**config.mk**
```make
export PLATFORM = sky130hd
export DESIGN_NAME = crc8_frame_check_and_append
export DESIGN_NICKNAME = d
export VERILOG_FILES = /design/src/crc8fc_pkg.sv /design/src/crc8fc_front.sv /design/src/crc8fc_queue.sv /design/src/crc8fc_back.sv /design/src/crc8_frame_check_and_append.sv
export SDC_FILE = /design/constraint.sdc
export NUM_CORES = 1
export LEC_CHECK = 0
export BUFFER_PORTS_ARGS = -buffer_cell sky130_fd_sc_hd__buf_4
export CAP_MARGIN = 10
export CELL_PAD_IN_SITES_DETAIL_PLACEMENT = 0
export CELL_PAD_IN_SITES_GLOBAL_PLACEMENT = 2
export CORE_UTILIZATION = 44
export CTS_CLUSTER_DIAMETER = 30
export DETAILED_ROUTE_END_ITERATION = 8
export GPL_TIMING_DRIVEN = 0
export PLACE_DENSITY_LB_ADDON = 0.1
export SETUP_SLACK_MARGIN = 0.3
export SLEW_MARGIN = 40
export SYNTH_ARGS = -nofsm -noshare
export SYNTH_HDL_FRONTEND = slang
export SYNTH_SLANG_ARGS = --single-unit
```
**constraint.sdc**
```tcl
create_clock -name clock -period 12.7 [get_ports clock]
set_clock_uncertainty 0.05 [all_clocks]
set_input_delay 3.175 -clock clock [delete_from_list [all_inputs] [get_ports clock]]
set_output_delay 3.175 -clock clock [all_outputs]
set_load 0.05 [all_outputs]
```
**src/crc8fc_pkg.sv**
```systemverilog
// ----------------------------------------------------------------------------
// crc8fc_pkg
// shared types, register codes and crc helpers for the crc-8 frame block
// ----------------------------------------------------------------------------
package crc8fc_pkg;

   // register indexes on the csr port
   localparam int CSR_INDEX_W = 3;
   localparam logic [CSR_INDEX_W-1:0] CSR_CRC_POLYNOMIAL   = 3'd0;
   localparam logic [CSR_INDEX_W-1:0] CSR_RX_FRAME_LENGTH  = 3'd1;
   localparam logic [CSR_INDEX_W-1:0] CSR_TX_FRAME_LENGTH  = 3'd2;
   localparam logic [CSR_INDEX_W-1:0] CSR_SYNC_ENABLE      = 3'd3;
   localparam logic [CSR_INDEX_W-1:0] CSR_SYNC_BYTE        = 3'd4;
   localparam logic [CSR_INDEX_W-1:0] CSR_CRC_CHECK_ENABLE = 3'd5;
   localparam int CSR_DATA_W = 9;

   // register reset values
   localparam logic [7:0] CRC_POLYNOMIAL_RESET   = 8'h6F;
   localparam logic [8:0] RX_FRAME_LENGTH_RESET  = 9'd3;
   localparam logic [8:0] TX_FRAME_LENGTH_RESET  = 9'd16;
   localparam logic       SYNC_ENABLE_RESET      = 1'b0;
   localparam logic [7:0] SYNC_BYTE_RESET        = 8'h0B;
   localparam logic       CRC_CHECK_ENABLE_RESET = 1'b1;

   // frame length limits
   localparam logic [8:0] MIN_FRAME_LEN = 9'd2;
   localparam logic [8:0] MAX_FRAME_LEN = 9'd256;

   localparam logic [7:0] CRC_INIT = 8'h00;
   localparam logic [7:0] CRC_TOP_BIT = 8'h80;

   // input and result codes
   localparam logic ACTION_RX = 1'b0;
   localparam logic ACTION_TX = 1'b1;
   localparam logic KIND_TX_BYTE = 1'b0;
   localparam logic KIND_VERDICT = 1'b1;

   // queue between front and back
   localparam int QUEUE_DEPTH = 4;
   localparam int QUEUE_AW = $clog2(QUEUE_DEPTH);
   localparam int QUEUE_CW = $clog2(QUEUE_DEPTH + 1);

   typedef struct packed {
      logic [7:0] crc_polynomial;
      logic [8:0] rx_frame_length;
      logic [8:0] tx_frame_length;
      logic       sync_enable;
      logic [7:0] sync_byte;
      logic       crc_check_enable;
   } cfg_type;

   // one queue entry: one result, or a tx byte followed by its frame crc
   typedef struct packed {
      logic       kind;
      logic [7:0] data;
      logic [7:0] crc_value;
      logic       good;
      logic       pair;
   } entry_type;

   // msb-first crc-8 over one byte
   function automatic logic [7:0] crc8_update(input logic [7:0] crc, input logic [7:0] b,
                                              input logic [7:0] poly);
      logic [7:0] c;
      c = crc ^ b;
      for (int i = 0; i < 8; i++) begin
         if ((c & CRC_TOP_BIT) != 8'h00) begin
            c = {c[6:0], 1'b0} ^ poly;
         end else begin
            c = {c[6:0], 1'b0};
         end
      end
      return c;
   endfunction

   // position of the last byte of a frame, length clamped to the legal range
   function automatic logic [7:0] final_position(input logic [8:0] len);
      logic [8:0] l;
      l = len;
      if (len < MIN_FRAME_LEN) begin
         l = MIN_FRAME_LEN;
      end else if (len > MAX_FRAME_LEN) begin
         l = MAX_FRAME_LEN;
      end
      return 8'(l - 9'd1);
   endfunction

endpackage

```
**src/crc8fc_front.sv**
```systemverilog
// ----------------------------------------------------------------------------
// crc8fc_front
// takes request bytes, tracks frame position and running crc, queues results
// ----------------------------------------------------------------------------
module crc8fc_front (
   input  logic                  clock,
   input  logic                  reset,
   input  crc8fc_pkg::cfg_type   cfg,
   input  logic                  req_push,
   input  logic                  req_action,
   input  logic [7:0]            req_data_byte,
   input  logic                  queue_full,
   output logic                  accept,
   output logic                  queue_push,
   output crc8fc_pkg::entry_type queue_entry
);

   logic [7:0] rx_position_ff, rx_position_in;
   logic [7:0] rx_crc_ff, rx_crc_in;
   logic [7:0] tx_position_ff, tx_position_in;
   logic [7:0] tx_crc_ff, tx_crc_in;

   logic [7:0] rx_final;
   logic [7:0] tx_final;
   logic [7:0] rx_crc_next;
   logic [7:0] tx_crc_next;
   logic [8:0] tx_count;
   logic       sync_drop;

   assign accept = req_push && !queue_full;

   always_comb begin
      rx_final    = crc8fc_pkg::final_position(cfg.rx_frame_length);
      tx_final    = crc8fc_pkg::final_position(cfg.tx_frame_length);
      rx_crc_next = crc8fc_pkg::crc8_update(rx_crc_ff, req_data_byte, cfg.crc_polynomial);
      tx_crc_next = crc8fc_pkg::crc8_update(tx_crc_ff, req_data_byte, cfg.crc_polynomial);
      tx_count    = {1'b0, tx_position_ff} + 9'd1;
      sync_drop   = (rx_position_ff == 8'd0) && cfg.sync_enable &&
                    (req_data_byte != cfg.sync_byte);

      rx_position_in = rx_position_ff;
      rx_crc_in      = rx_crc_ff;
      tx_position_in = tx_position_ff;
      tx_crc_in      = tx_crc_ff;
      queue_push     = 1'b0;

      queue_entry.kind      = crc8fc_pkg::KIND_TX_BYTE;
      queue_entry.data      = req_data_byte;
      queue_entry.crc_value = tx_crc_next;
      queue_entry.good      = 1'b0;
      queue_entry.pair      = 1'b0;

      if (accept) begin
         if (req_action == crc8fc_pkg::ACTION_RX) begin
            if (sync_drop) begin
               // frame start byte not the sync byte: dropped
            end else if (rx_position_ff < rx_final) begin
               rx_crc_in      = rx_crc_next;
               rx_position_in = rx_position_ff + 8'd1;
            end else begin
               queue_push       = 1'b1;
               queue_entry.kind = crc8fc_pkg::KIND_VERDICT;
               queue_entry.data = rx_crc_ff;
               queue_entry.good = cfg.crc_check_enable ? (req_data_byte == rx_crc_ff) : 1'b1;
               rx_position_in   = 8'd0;
               rx_crc_in        = crc8fc_pkg::CRC_INIT;
            end
         end else begin
            queue_push = 1'b1;
            if (tx_count < {1'b0, tx_final}) begin
               tx_crc_in      = tx_crc_next;
               tx_position_in = tx_count[7:0];
            end else begin
               queue_entry.pair = 1'b1;
               tx_crc_in        = crc8fc_pkg::CRC_INIT;
               tx_position_in   = 8'd0;
            end
         end
      end
   end

   always_ff @(posedge clock) begin
      if (reset) begin
         rx_position_ff <= 8'd0;
         rx_crc_ff      <= crc8fc_pkg::CRC_INIT;
         tx_position_ff <= 8'd0;
         tx_crc_ff      <= crc8fc_pkg::CRC_INIT;
      end else begin
         rx_position_ff <= rx_position_in;
         rx_crc_ff      <= rx_crc_in;
         tx_position_ff <= tx_position_in;
         tx_crc_ff      <= tx_crc_in;
      end
   end

endmodule

```
**src/crc8fc_queue.sv**
```systemverilog
// ----------------------------------------------------------------------------
// crc8fc_queue
// short first-in first-out queue of result entries between front and back
// ----------------------------------------------------------------------------
module crc8fc_queue (
   input  logic                  clock,
   input  logic                  reset,
   input  logic                  push,
   input  crc8fc_pkg::entry_type push_entry,
   input  logic                  pop,
   output crc8fc_pkg::entry_type head,
   output logic                  full,
   output logic                  empty
);

   crc8fc_pkg::entry_type entry_ff [crc8fc_pkg::QUEUE_DEPTH];

   logic [crc8fc_pkg::QUEUE_AW-1:0] wr_ptr_ff, wr_ptr_in;
   logic [crc8fc_pkg::QUEUE_AW-1:0] rd_ptr_ff, rd_ptr_in;
   logic [crc8fc_pkg::QUEUE_CW-1:0] count_ff, count_in;

   localparam logic [crc8fc_pkg::QUEUE_AW-1:0] LAST_SLOT =
      crc8fc_pkg::QUEUE_AW'(crc8fc_pkg::QUEUE_DEPTH - 1);
   localparam logic [crc8fc_pkg::QUEUE_CW-1:0] FULL_COUNT =
      crc8fc_pkg::QUEUE_CW'(crc8fc_pkg::QUEUE_DEPTH);

   assign full  = (count_ff == FULL_COUNT);
   assign empty = (count_ff == '0);
   assign head  = entry_ff[rd_ptr_ff];

   always_comb begin
      wr_ptr_in = wr_ptr_ff;
      rd_ptr_in = rd_ptr_ff;
      count_in  = count_ff;
      if (push) begin
         wr_ptr_in = (wr_ptr_ff == LAST_SLOT) ? '0 : wr_ptr_ff + 1'b1;
      end
      if (pop) begin
         rd_ptr_in = (rd_ptr_ff == LAST_SLOT) ? '0 : rd_ptr_ff + 1'b1;
      end
      if (push && !pop) begin
         count_in = count_ff + 1'b1;
      end else if (pop && !push) begin
         count_in = count_ff - 1'b1;
      end
   end

   always_ff @(posedge clock) begin
      if (reset) begin
         wr_ptr_ff <= '0;
         rd_ptr_ff <= '0;
         count_ff  <= '0;
      end else begin
         wr_ptr_ff <= wr_ptr_in;
         rd_ptr_ff <= rd_ptr_in;
         count_ff  <= count_in;
      end
   end

   always_ff @(posedge clock) begin
      if (push) begin
         entry_ff[wr_ptr_ff] <= push_entry;
      end
   end

endmodule

```
**src/crc8fc_back.sv**
```systemverilog
// ----------------------------------------------------------------------------
// crc8fc_back
// output register: turns queue entries into one or two response transfers
// ----------------------------------------------------------------------------
module crc8fc_back (
   input  logic                  clock,
   input  logic                  reset,
   input  crc8fc_pkg::entry_type head,
   input  logic                  queue_empty,
   output logic                  queue_pop,
   input  logic                  rsp_pop,
   output logic                  rsp_empty,
   output logic                  rsp_kind,
   output logic [7:0]            rsp_out_byte,
   output logic                  rsp_is_crc_byte,
   output logic                  rsp_crc_good,
   output logic                  rsp_last
);

   logic                  valid_ff, valid_in;
   logic                  phase_ff, phase_in;
   crc8fc_pkg::entry_type entry_ff, entry_in;

   logic taken;
   logic second;

   always_comb begin
      taken     = valid_ff && rsp_pop;
      second    = entry_ff.pair && !phase_ff;
      queue_pop = !queue_empty && (!valid_ff || (taken && !second));

      valid_in = valid_ff;
      phase_in = phase_ff;
      entry_in = entry_ff;
      if (taken && second) begin
         phase_in = 1'b1;
      end else if (queue_pop) begin
         valid_in = 1'b1;
         phase_in = 1'b0;
         entry_in = head;
      end else if (taken) begin
         valid_in = 1'b0;
      end
   end

   always_ff @(posedge clock) begin
      if (reset) begin
         valid_ff <= 1'b0;
         phase_ff <= 1'b0;
      end else begin
         valid_ff <= valid_in;
         phase_ff <= phase_in;
      end
   end

   always_ff @(posedge clock) begin
      entry_ff <= entry_in;
   end

   // second transfer of a pair is the appended crc byte
   always_comb begin
      rsp_empty = !valid_ff;
      if (phase_ff) begin
         rsp_kind        = crc8fc_pkg::KIND_TX_BYTE;
         rsp_out_byte    = entry_ff.crc_value;
         rsp_is_crc_byte = 1'b1;
         rsp_crc_good    = 1'b0;
         rsp_last        = 1'b1;
      end else begin
         rsp_kind        = entry_ff.kind;
         rsp_out_byte    = entry_ff.data;
         rsp_is_crc_byte = 1'b0;
         rsp_crc_good    = entry_ff.good;
         rsp_last        = !entry_ff.pair;
      end
   end

endmodule

```
**src/crc8_frame_check_and_append.sv**
```systemverilog
// ----------------------------------------------------------------------------
// crc8_frame_check_and_append
// crc-8 frame check on receive and crc append on transmit
// ----------------------------------------------------------------------------
// a result passes through the queue, then the output register, before it shows on the rsp ports
// throughput: one request per cycle while req_full is low; one response transfer a cycle
//   while rsp_pop is high, so a frame-end tx byte holds the output register for its crc too
// the 4-entry queue between front and back absorbs that extra transfer and rsp stalls
// reset: synchronous, active high; clears frame state, queue and output register,
//   and loads the csr defaults (polynomial 0x6f, rx length 3, tx length 16)
module crc8_frame_check_and_append (
   input  logic                                  clock,
   input  logic                                  reset,
   // request side
   input  logic                                  req_push,
   output logic                                  req_full,
   input  logic                                  req_action,
   input  logic [7:0]                            req_data_byte,
   // response side
   output logic                                  rsp_empty,
   input  logic                                  rsp_pop,
   output logic                                  rsp_kind,
   output logic [7:0]                            rsp_out_byte,
   output logic                                  rsp_is_crc_byte,
   output logic                                  rsp_crc_good,
   output logic                                  rsp_last,
   // register writes
   input  logic                                  csr_write_enable,
   input  logic [crc8fc_pkg::CSR_INDEX_W-1:0]    csr_index,
   input  logic [crc8fc_pkg::CSR_DATA_W-1:0]     csr_write_data
);

   crc8fc_pkg::cfg_type   cfg_ff, cfg_in;
   crc8fc_pkg::entry_type push_entry;
   crc8fc_pkg::entry_type head;

   logic accept;
   logic queue_push;
   logic queue_pop;
   logic queue_full;
   logic queue_empty;

   // register file: writes to an index beyond the list are ignored
   always_comb begin
      cfg_in = cfg_ff;
      if (csr_write_enable) begin
         unique case (csr_index)
            crc8fc_pkg::CSR_CRC_POLYNOMIAL:   cfg_in.crc_polynomial   = csr_write_data[7:0];
            crc8fc_pkg::CSR_RX_FRAME_LENGTH:  cfg_in.rx_frame_length  = csr_write_data[8:0];
            crc8fc_pkg::CSR_TX_FRAME_LENGTH:  cfg_in.tx_frame_length  = csr_write_data[8:0];
            crc8fc_pkg::CSR_SYNC_ENABLE:      cfg_in.sync_enable      = csr_write_data[0];
            crc8fc_pkg::CSR_SYNC_BYTE:        cfg_in.sync_byte        = csr_write_data[7:0];
            crc8fc_pkg::CSR_CRC_CHECK_ENABLE: cfg_in.crc_check_enable = csr_write_data[0];
            default: ;
         endcase
      end
   end

   always_ff @(posedge clock) begin
      if (reset) begin
         cfg_ff.crc_polynomial   <= crc8fc_pkg::CRC_POLYNOMIAL_RESET;
         cfg_ff.rx_frame_length  <= crc8fc_pkg::RX_FRAME_LENGTH_RESET;
         cfg_ff.tx_frame_length  <= crc8fc_pkg::TX_FRAME_LENGTH_RESET;
         cfg_ff.sync_enable      <= crc8fc_pkg::SYNC_ENABLE_RESET;
         cfg_ff.sync_byte        <= crc8fc_pkg::SYNC_BYTE_RESET;
         cfg_ff.crc_check_enable <= crc8fc_pkg::CRC_CHECK_ENABLE_RESET;
      end else begin
         cfg_ff <= cfg_in;
      end
   end

   // full only when the queue has no slot, so a waiting response blocks requests only once the queue fills
   assign req_full = queue_full;

   // front: frame counting, sync drop, crc update, one queue entry per result group
   crc8fc_front u_front (
      .clock         (clock),
      .reset         (reset),
      .cfg           (cfg_ff),
      .req_push      (req_push),
      .req_action    (req_action),
      .req_data_byte (req_data_byte),
      .queue_full    (queue_full),
      .accept        (accept),
      .queue_push    (queue_push),
      .queue_entry   (push_entry)
   );

   crc8fc_queue u_queue (
      .clock      (clock),
      .reset      (reset),
      .push       (queue_push && accept),
      .push_entry (push_entry),
      .pop        (queue_pop),
      .head       (head),
      .full       (queue_full),
      .empty      (queue_empty)
   );

   // back: output register, splits a frame-end tx entry into byte then crc
   crc8fc_back u_back (
      .clock           (clock),
      .reset           (reset),
      .head            (head),
      .queue_empty     (queue_empty),
      .queue_pop       (queue_pop),
      .rsp_pop         (rsp_pop),
      .rsp_empty       (rsp_empty),
      .rsp_kind        (rsp_kind),
      .rsp_out_byte    (rsp_out_byte),
      .rsp_is_crc_byte (rsp_is_crc_byte),
      .rsp_crc_good    (rsp_crc_good),
      .rsp_last        (rsp_last)
   );

endmodule

```
Yosys cells after proc, flatten, opt, wreduce, memory -nomap -nowiden

Memories as Yosys holds them, arrays and structs flattened. A register that Yosys moved wholly into a read port is not among the register bits.
Index checks and enable logic that the tools add are counted.
W data, S select, Z words.

Reduce and logical (&&, ||, !) cells: 36
Bitwise gates (word level): 21
$lt $le $gt $ge: 6
Equal/unequal tests: 10
Add/subtract/negate cells: 8
Multiplexer cells: 54

Operators by type and width:

| operator              | number |
|---|---|
| $mux W8               | 25 |
| $xor A8 B8 Y8         | 18 |
| $mux W9               | 4 |
| $mux W1               | 20 |
| $gt A9 B9 Y1 const B  | 2 |
| $lt A9 B2 Y1 const B  | 2 |
| $reduce_and A2 Y1     | 9 |
| $sub A8 B1 Y8 const B | 2 |
| $logic_and A1 B1 Y1   | 11 |
| $add A8 B1 Y9 const B | 1 |
| $eq A3 B3 Y1 const B  | 3 |
| $lt A9 B8 Y1          | 1 |
| $add A8 B1 Y8 const B | 1 |
| $eq A8 B8 Y1          | 1 |
| $logic_not A1 Y1      | 8 |
| $logic_not A8 Y1      | 1 |
| $lt A8 B8 Y1          | 1 |
| $ne A8 B8 Y1          | 1 |
| $eq A3 B2 Y1 const B  | 2 |
| $logic_not A3 Y1      | 2 |
| $mux W2               | 3 |
| $mux W3               | 2 |
| $reduce_bool A2 Y1    | 3 |
| $add A2 B1 Y2 const B | 2 |
| 7 further kinds       | 10 |

Memories: 1
Bits in writable memories: 76
Register bits after elaboration: 77
Output and inout bits: 14
Input bits: 26
Word-level logic and storage cells: 151

Memory list:

| memory           | words | width | rd ports | clocked after Yosys merged registers in | write ports | RTL line           | source |
|---|---|---|---|---|---|---|---|
| u_queue.entry_ff | 4     | 19    | 1        | 1                                       | 1           | crc8fc_queue.sv:16 | `crc8fc_pkg::entry_type entry_ff [crc8fc_pkg::QUEUE_DEPTH];` |

Depth between registers and ports, before layout

Gate-level depths: netlist of run 1.

Word-level depth: 18
Gate-level depth with buffers: 19
Mapped depth without buffers: 19

Hierarchy

A second synthesis of run 1 with hierarchy kept.

Cells, all modules: 1073
Area total of the unflattened synthesis: 11008.1 um^2

By module, submodules not included:

| module                      | sequential area each (um^2) | times used | cells each | area an instance (um^2) |
|---|---|---|---|---|
| crc8fc_front                | 640.6                       | 1          | 746        | 5505.3 |
| crc8fc_queue                | 2462.4                      | 1          | 143        | 3225.6 |
| crc8_frame_check_and_append | 720.7                       | 1          | 142        | 1488.9 |
| crc8fc_back                 | 610.6                       | 1          | 42         | 788.3 |

Worst setup path after synthesis of run 1

OpenSTA, ideal clock, no wires.

Path kind: input-to-reg
Start point: input port req_data_byte[7]
End point: register u_front.rx_crc_ff[0]
Required time: 12.522 ns
Data arrival time: 6.713 ns
Library setup time: 0.128 ns
Path buffers: 3
Stages: 15
Setup slack: 5.809 ns
Path through: buf_2 -> xor2_1 -> buf_2 -> xnor2_1 -> a221o_1 -> or2_2 -> o211ai_2 -> o221ai_1 -> xnor2_1 -> mux2_2 -> or4_1 -> buf_2 -> and4_1 -> mux2i_1 -> nor2_1

Longest elaborated chain between the ends: 16
Elaborated cells between the ends (all ways): 20
Classes of those cells: eq/ne: 1; mux: 9; bitwise: 8; reduce/logical: 2

RTL lines:

| item                   | RTL line                          | source |
|---|---|---|
| start: declaration     | crc8_frame_check_and_append.sv:18 | `input logic [7:0] req_data_byte,` |
| $xor A8 B8 Y8          | crc8fc_pkg.sv:65                  | `c = crc ^ b;` |
| $mux W8                | crc8fc_pkg.sv:67                  | `if ((c & CRC_TOP_BIT) != 8'h00) begin` |
| $xor A8 B8 Y8          | crc8fc_pkg.sv:68                  | `c = {c[6:0], 1'b0} ^ poly;` |
| $mux W8                | crc8fc_pkg.sv:67                  |  |
| $xor A8 B8 Y8          | crc8fc_pkg.sv:68                  |  |
| $mux W8                | crc8fc_pkg.sv:67                  |  |
| $xor A8 B8 Y8          | crc8fc_pkg.sv:68                  |  |
| $mux W8                | crc8fc_pkg.sv:67                  |  |
| $xor A8 B8 Y8          | crc8fc_pkg.sv:68                  |  |
| $mux W8                | crc8fc_pkg.sv:67                  |  |
| $xor A8 B8 Y8          | crc8fc_pkg.sv:68                  |  |
| $mux W8                | crc8fc_pkg.sv:67                  |  |
| $xor A8 B8 Y8          | crc8fc_pkg.sv:68                  |  |
| $mux W8 (2 in series)  | crc8fc_pkg.sv:67                  |  |
| $mux W8                | crc8fc_front.sv:57                | `end else if (rx_position_ff < rx_final) begin` |
| end signal: assignment | crc8fc_front.sv:85                | `rx_crc_ff <= crc8fc_pkg::CRC_INIT;` |
| end signal: assignment | crc8fc_front.sv:90                | `rx_crc_ff <= rx_crc_in;` |
| end: declaration       | crc8fc_front.sv:19                | `logic [7:0] rx_crc_ff, rx_crc_in;` |

Several ways; a longest one is shown, not always the timed one.
A chain may end at the register's enable or synchronous reset.

Worst setup path in the final report of run 1

Start point: input port req_data_byte[5]
End point: register u_front.rx_crc_ff[0]

Longest elaborated chain between the ends: 16
Elaborated cells between the ends (all ways): 20
Classes of those cells: eq/ne: 1; mux: 9; bitwise: 8; reduce/logical: 2

RTL lines:

| item                  | RTL line |
|---|---|
| $xor A8 B8 Y8         | crc8fc_pkg.sv:65 |
| $xor A8 B8 Y8         | crc8fc_pkg.sv:68 |
| $mux W8               | crc8fc_pkg.sv:67 |
| $xor A8 B8 Y8         | crc8fc_pkg.sv:68 |
| $mux W8 (2 in series) | crc8fc_pkg.sv:67 |
| $xor A8 B8 Y8         | crc8fc_pkg.sv:68 |
| $mux W8               | crc8fc_pkg.sv:67 |
| $xor A8 B8 Y8         | crc8fc_pkg.sv:68 |
| $mux W8               | crc8fc_pkg.sv:67 |
| $xor A8 B8 Y8         | crc8fc_pkg.sv:68 |
| $mux W8               | crc8fc_pkg.sv:67 |
| $xor A8 B8 Y8         | crc8fc_pkg.sv:68 |
| $mux W8 (2 in series) | crc8fc_pkg.sv:67 |
| $mux W8               | crc8fc_front.sv:57 |

Several ways; a longest one is shown, not always the timed one.

==> out/metrics.csv, run 1 <==
metric;value;unit
ir_worst_vdd;0.000128;V
drc;0;
start_util;0.447;
synth_flop_cell;edfxtp_1;
cpPeakStageDelay;0.59;ns
hold_depth;2;
routed.top_layer;met4;
hold_violations;0;
final_layout_size_suffix_gt1_frac;0.120;
area_growth;11.6;%
rsz0062_at_grt;false;
io_pins;40;
core;0.0242;mm2
leakage;4.49;nW
ys.warnings.count;0;
slew_viol_final;0;
synth_top_family_by_area;simple AND/OR/NAND/NOR gates;
synth_compound_area_frac;0.157;
fillers;2297;
wl_met2;13900;um
cts_root_buffer;clkbuf_16;
synthArstFlopShare;0;
antenna_found_initial;0;
critPathMaxFanout;10;
endpoint_kind;flop;
fin_crit_sh;0.596;
tritoncts;built;
ys_seq_area_frac;0.406;
place.port_buffers;32;
synth.distinct_cells;84;
holdCritPathClass;reg2reg;
grt_pass1_wl;47300;um
grt_max_degree;20;
grt_pass1_vias;8219;
clkLatencyLatePin;0.43;ns
relSlewSlack;0.482;
power;2.99;mW
crit_top_cell;buf_2;
placementRows;57;
tightest_slew;0.771;ns
dp_hpwl;22400;um
critical_path.cell_chain;buf_2, xor2_1, clkbuf_1, a2111oi_0, a311oi_1, a21oi_1, o211ai_2, o221ai_1, xnor2_1, mux2_2, or4_1, buf_2, and4_1, mux2i_1, nor2_1;
synth_fp_nets;1177;
grt-ovfl-total;0;
cts_sinks;172;
clockBufferDepth;2;
synth-simple-area-share;0.173;
vias_per_cell;5.67;
vias;8577;
drtAntennaViolNets;0;
drtPass1Iterations;5;
synth-adder-area-share;0.0308;
path_clk_slew;0.07;ns
die_w;159;um
maxCapViolCount;0;
nets;1229;
dp_worst_setup_slack;4.72;ns
wl_met1;14700;um
power_density;248;mW/mm2
cp_data_arrival_time;7.82;ns
crit_type;in2reg;
synth_mux_area_frac;0.0759;
post-cts-setup-buffer-count;0;
tns;0;ns
gp_congestion;0.893;
cp.required;12.94;ns
cts_resized;0;
ys_seq_elements;172;
cts_made_buffers;17;
syn_avg_cell_area;9.61;um2
fmax;132;MHz
post_synth_inst_count;1125;
setup_ws;5.12;ns
slowest_stage;xnor2_1;
synth_edf_count;95;
critPathLaunchType;primary input;
drtIter0Drc;607;
grtUsageTotal;0.242;
dieArea;0.0252;mm2
netlist_area;0.0108;mm2
diodes;0;
setup_viol;0;
reg2reg_depth;15;
min_period;7.58;ns
status;complete, no violations;
wl_per_cell;19.9;um
synth_xor_area_frac;0.125;
ctsHtreeMaxLevel;4;
routed_wl;30100;um
wl_met3;1140;um
hold_buffers;0;
dieHeight;159;um
==> report_power, final <==
part           internal [mW]  switching (mW)
Clock                  0.262           0.242
Combinational          0.684           0.928
Sequential             0.834          0.0432
==> cell type report <==
type / count / area [um2] / share of cell area
Tap cell: 324 / 405 / 0.0336
Clock buffer: 17 / 425 / 0.0353
Inverter: 20 / 75.1 / 0.00622
Sequential cell: 172 / 4390 / 0.364
Timing Repair Buffer: 33 / 255 / 0.0212
Clock inverter: 15 / 146 / 0.0121
Buffer: 67 / 272 / 0.0225
Multi-Input combinational cell: 866 / 6090 / 0.505
==> layout by cell type (no fill, tap or decap), drive strengths merged, types with 39 or more instances in the layout <==
cell type / n
nand2: 162
edfxtp: 95
xnor2: 88
nor2: 81
dfxtp: 77
clkbuf: 68
o21ai: 61
a21oi: 52
buf: 49
xor2: 39
==> worst max-delay path: cells and delay by family <==
family | cells | cell delay, ns
compound gates | 5 | 1.36
buf+inv | 3 | 0.99
xor+xnor | 2 | 0.93
simple gates | 3 | 0.76
mux | 2 | 0.57
==> kinds of logic (layout without fill, tap and decap cells) <==
kind of cell             count (synthesis)  in the layout
AND/OR/NAND/NOR                        404            404
AO/OA/AOI/OAI                          245            245
flip-flops                             172            172
XOR/XNOR                               135            135
buffers and inverters                   87            152
multiplexers                            56             56
adder cells (fa/ha/maj)                 26             26
==> sequential cells by signal, indices dropped and copies added, names as in the netlist <==
signal / flops
u_queue.wr_ptr_ff: 2
u_back.phase_ff: 1
u_back.valid_ff: 1
cfg_ff: 36
u_front.rx_position_ff: 8
u_back.entry_ff: 19
u_front.tx_position_ff: 8
u_queue.count_ff: 3
u_queue.entry_ff: 76
u_front.rx_crc_ff: 8
u_front.tx_crc_ff: 8
u_queue.rd_ptr_ff: 2
==> metal layers <==
layer,GRT usage,up-vias
met2,0.385,217
li1,-,4211
met1,0.345,4117
met4,0.0613,0
met3,0.0342,32
met5,0,-
==> Yosys cell counts (12+ instances only) <==
cell | n | area [um2]
mux4_2 | 19 | 428
nor3_1 | 32 | 160
mux2i_1 | 22 | 220
o21ai_0 | 49 | 245
xnor2_1 | 82 | 718
nand3_1 | 32 | 160
nor4_1 | 15 | 93.8
nand2_1 | 162 | 608
inv_1 | 19 | 71.3
buf_2 | 14 | 70.1
mux2_2 | 13 | 146
nor2_1 | 81 | 304
a211o_1 | 13 | 114
dfxtp_1 | 77 | 1540
and3_1 | 18 | 113
ha_1 | 25 | 313
edfxtp_1 | 95 | 2850
a21oi_1 | 50 | 250
clkbuf_1 | 50 | 188
xor2_1 | 37 | 324
o211ai_1 | 12 | 90.1
nor2b_1 | 13 | 81.3
==> per-stage QoR <==
stage | area (um2) | util | hold WS (ns) | std cells
3_3_place_gp | 11500 | 0.474 | 0.417 | 1481
2_1_floorplan | 10800 | - | 0.395 | 1125
5_1_grt | 12100 | 0.499 | 0.453 | 1514
4_1_cts | 12100 | 0.499 | 0.426 | 1514
6_report | 12100 | 0.499 | 0.425 | 1514
3_5_place_dp | 11500 | 0.475 | 0.417 | 1482
==> path summary, 6_finish.rpt <==
check	slack, ns	from	end
worst max-delay path	5.12	req_data_byte[5]	u_front.rx_crc_ff[0]$_SDFFE_PP0P_
worst min-delay path	0.43	cfg_ff[17]$_SDFFE_PP0P_	cfg_ff[17]$_SDFFE_PP0P_
worst max register to register	7.56	cfg_ff[34]$_SDFFE_PP1P_	u_front.rx_crc_ff[0]$_SDFFE_PP0P_
worst min register to register	0.43	cfg_ff[17]$_SDFFE_PP0P_	cfg_ff[17]$_SDFFE_PP0P_
(Power assumes the default switching activity.)
==> run 2, diff against run 1 <==
Settings changed: ABC_AREA from default to 1, CORE_UTILIZATION 44 to 34.
Clock period 12.7 ns to 6.2 ns, I/O delays scaled along.
==> run 2 against run 1 <==
  * Non-clock buffer count fell by 10
  * First-iteration DRC count fell by 7.7%
  * Worst hold slack improved by 0.0093 ns
  * Clock-buffer cell count did not move
  * Wire length rose by 0.75%
  * Synthesized cell count rose by 17%
==> out/metrics.csv, run 2 <==
metric;value;unit
place.port_buffers;37;
yosys.area.top_type;edfxtp_1;
hold_buffers;0;
cp_data_arrival_time;4.84;ns
slew_viol_final;0;
drc;0;
layout_commonest_cell;nand2_1;
die_w;176;um
antenna_found_initial;0;
synth_edf_count;95;
clkLatencyLatePin;0.43;ns
ys.warnings.count;0;
dp_hpwl;23100;um
grt_pass1_wl;48100;um
tns;0;ns
placementRows;63;
synth.distinct_cells;47;
critPathMaxFanout;10;
tritoncts;built;
ir_worst_vdd;0.000247;V
netlist_area;0.0103;mm2
drtPass1Iterations;5;
crit_type;reg2reg;
dieArea;0.0311;mm2
drtIter0Drc;560;
synth_top_cell_area_share;0.276;
holdCritPathClass;reg2reg;
reg2reg_depth;18;
dieHeight;176;um
grtUsageTotal;0.205;
cts_resized;0;
relSlewSlack;0.493;
start_util;0.347;
tightest_slew;0.757;ns
regArea;0.00439;mm2
crit_top_cell;a21oi_1;
cts_sinks;172;
nets;1427;
ctsHtreeMaxLevel;4;
cp.required;6.50;ns
io_pins;40;
final_layout_size_suffix_gt1_frac;0.135;
fillers;3095;
area_growth;14.4;%
core;0.0298;mm2
cts_made_buffers;17;
reg_top3;u_queue.entry_ff (76), cfg_ff (36), u_back.entry_ff (19);
vias;8391;
crit_family;simple AND/OR/NAND/NOR gates;
critPathLaunchType;flop;
setup_viol;0;
fin_crit_sh;0.733;
routed_wl;30400;um
path_clk_slew;0.08;ns
ys_seq_elements;172;
rsz0062_at_grt;false;
critical_path.cell_chain;or4_1, nor4_1, a21oi_1, inv_1, o21ai_0, ha_1, xor2_1, ha_1, a21oi_1, nor3_1, a211oi_1, nor2_1, a2111oi_0, nand2_1, nor2_1, buf_2, nand2_1, a21oi_1;
post-cts-setup-buffer-count;0;
grt-ovfl-total;0;
largest_register_ffs;76;
drtAntennaViolNets;0;
post_synth_inst_count;1315;
whs;0.434;ns
ys_seq_area_frac;0.426;
syn_avg_cell_area;7.85;um2
min_period;4.54;ns
maxCapViolCount;0;
grt_max_degree;20;
gp_congestion;0.784;
synth.most_common_cell;nand2_1;
diodes;0;
layout_common_cells;nand2_1 (311), nor2_1 (136), inv_1 (132), nand3_1 (102), edfxtp_1 (95);
synth.area.top_cells;edfxtp_1 (28%), dfxtp_1 (15%), nand2_1 (11%);
synth_flop_cell;edfxtp_1;
status;complete, no violations;
rrSetupSlack;1.66;ns
clockBufferDepth;2;
slowest_stage;or4_1;
r2r-end;u_front.tx_crc_ff[2]$_SDFFE_PP0P_;
r2r_start;cfg_ff[15]$_SDFFE_PP0P_;
hold_violations;0;
regMostFlops;u_queue.entry_ff;
hold_depth;2;
synth_common_cells;nand2_1 (311), nor2_1 (140), inv_1 (132);
hold_end;u_front.tx_position_ff[4]$_SDFFE_PP0P_;
fmax;220;MHz
wl_per_cell;17.1;um
synth_fp_nets;1367;
cpPeakStageDelay;0.52;ns
grt_pass1_vias;8044;
endpoint_kind;flop;
vias_per_cell;4.72;
hold_path.startpoint;u_front.tx_position_ff[4]$_SDFFE_PP0P_;
synthArstFlopShare;0;
path_buf_inv;2;
power_density;579;mW/mm2
multi_input_area;0.00517;mm2
cts_root_buffer;clkbuf_16;
leakage;5.13;nW
[run 2: how the worst max path moves through the flow]
stage	cells past startpoint	endpoint	startpoint	slack [ns]
2_1_floorplan	24	u_queue.entry_ff[0][5]$_DFFE_PP_	req_data_byte[7]	2.21
3_3_place_gp	9	u_queue.entry_ff[3][6]$_DFFE_PP_	req_data_byte[7]	1.34
3_5_place_dp	25	u_front.rx_crc_ff[5]$_SDFFE_PP0P_	req_data_byte[7]	1.50
4_1_cts	18	u_front.tx_crc_ff[2]$_SDFFE_PP0P_	cfg_ff[16]$_SDFFE_PP0P_	1.62
5_1_grt	18	u_front.tx_position_ff[3]$_SDFFE_PP0P_	cfg_ff[16]$_SDFFE_PP0P_	1.08
6_report	18	u_front.tx_crc_ff[2]$_SDFFE_PP0P_	cfg_ff[15]$_SDFFE_PP0P_	1.66
[run 2: cell families after synthesis]
logic type | Yosys count | share of synthesized area
buf+inv | 194 | 0.0771
flops | 172 | 0.426
fa+ha+maj | 26 | 0.0322
simple gates | 645 | 0.282
xor+xnor | 88 | 0.0779
compound gates | 182 | 0.0969
mux | 8 | 0.00873
[run 2: per-layer routing]
layer | share of wire | up-vias | wire length, um | global-route usage
met2 | 0.46 | 114 | 13800 | 0.329
met3 | 0.026 | 15 | 800 | 0.0217
met5 | 0 | - | 0 | 0
met1 | 0.51 | 3837 | 15500 | 0.300
met4 | 0.0081 | 0 | 246 | 0.0351
li1 | - | 4425 | - | -
[run 2: per-stage QoR]
step	instance area, um2	utilization	worst slack [ns]	power (mW)	cells
2_1_floorplan	10300	-	2.21	4.74	1315
3_3_place_gp	11100	0.372	1.34	5.74	1742
3_5_place_dp	11200	0.376	1.50	5.78	1746
4_1_cts	11800	0.396	1.62	6.93	1778
5_1_grt	11800	0.396	1.08	7.49	1778
6_report	11800	0.396	1.66	6.84	1778
[run 2: final cells by class]
cell class	count	share of cell area
inverter	145	0.0461
clock buffer	17	0.0360
clock inverter	15	0.0162
timing repair buffer	41	0.0286
multi-input combinational	949	0.438
sequential	172	0.372
tap	390	0.0413
buffer	49	0.0213
[run 2: power by group]
group / switching, mW / leakage (nW) / internal [mW]
sequential: 0.0974 / 1.51 / 1.63
combinational: 2.64 / 3.32 / 1.33
clock: 0.548 / 0.300 / 0.587
total: 3.29 / 5.13 / 3.55
[run 2: worst min-delay path: stages, from the launching register on]
cell and delay (ns):
dfxtp_1 0.33, nand2_1 0.06, a21oi_1 0.05
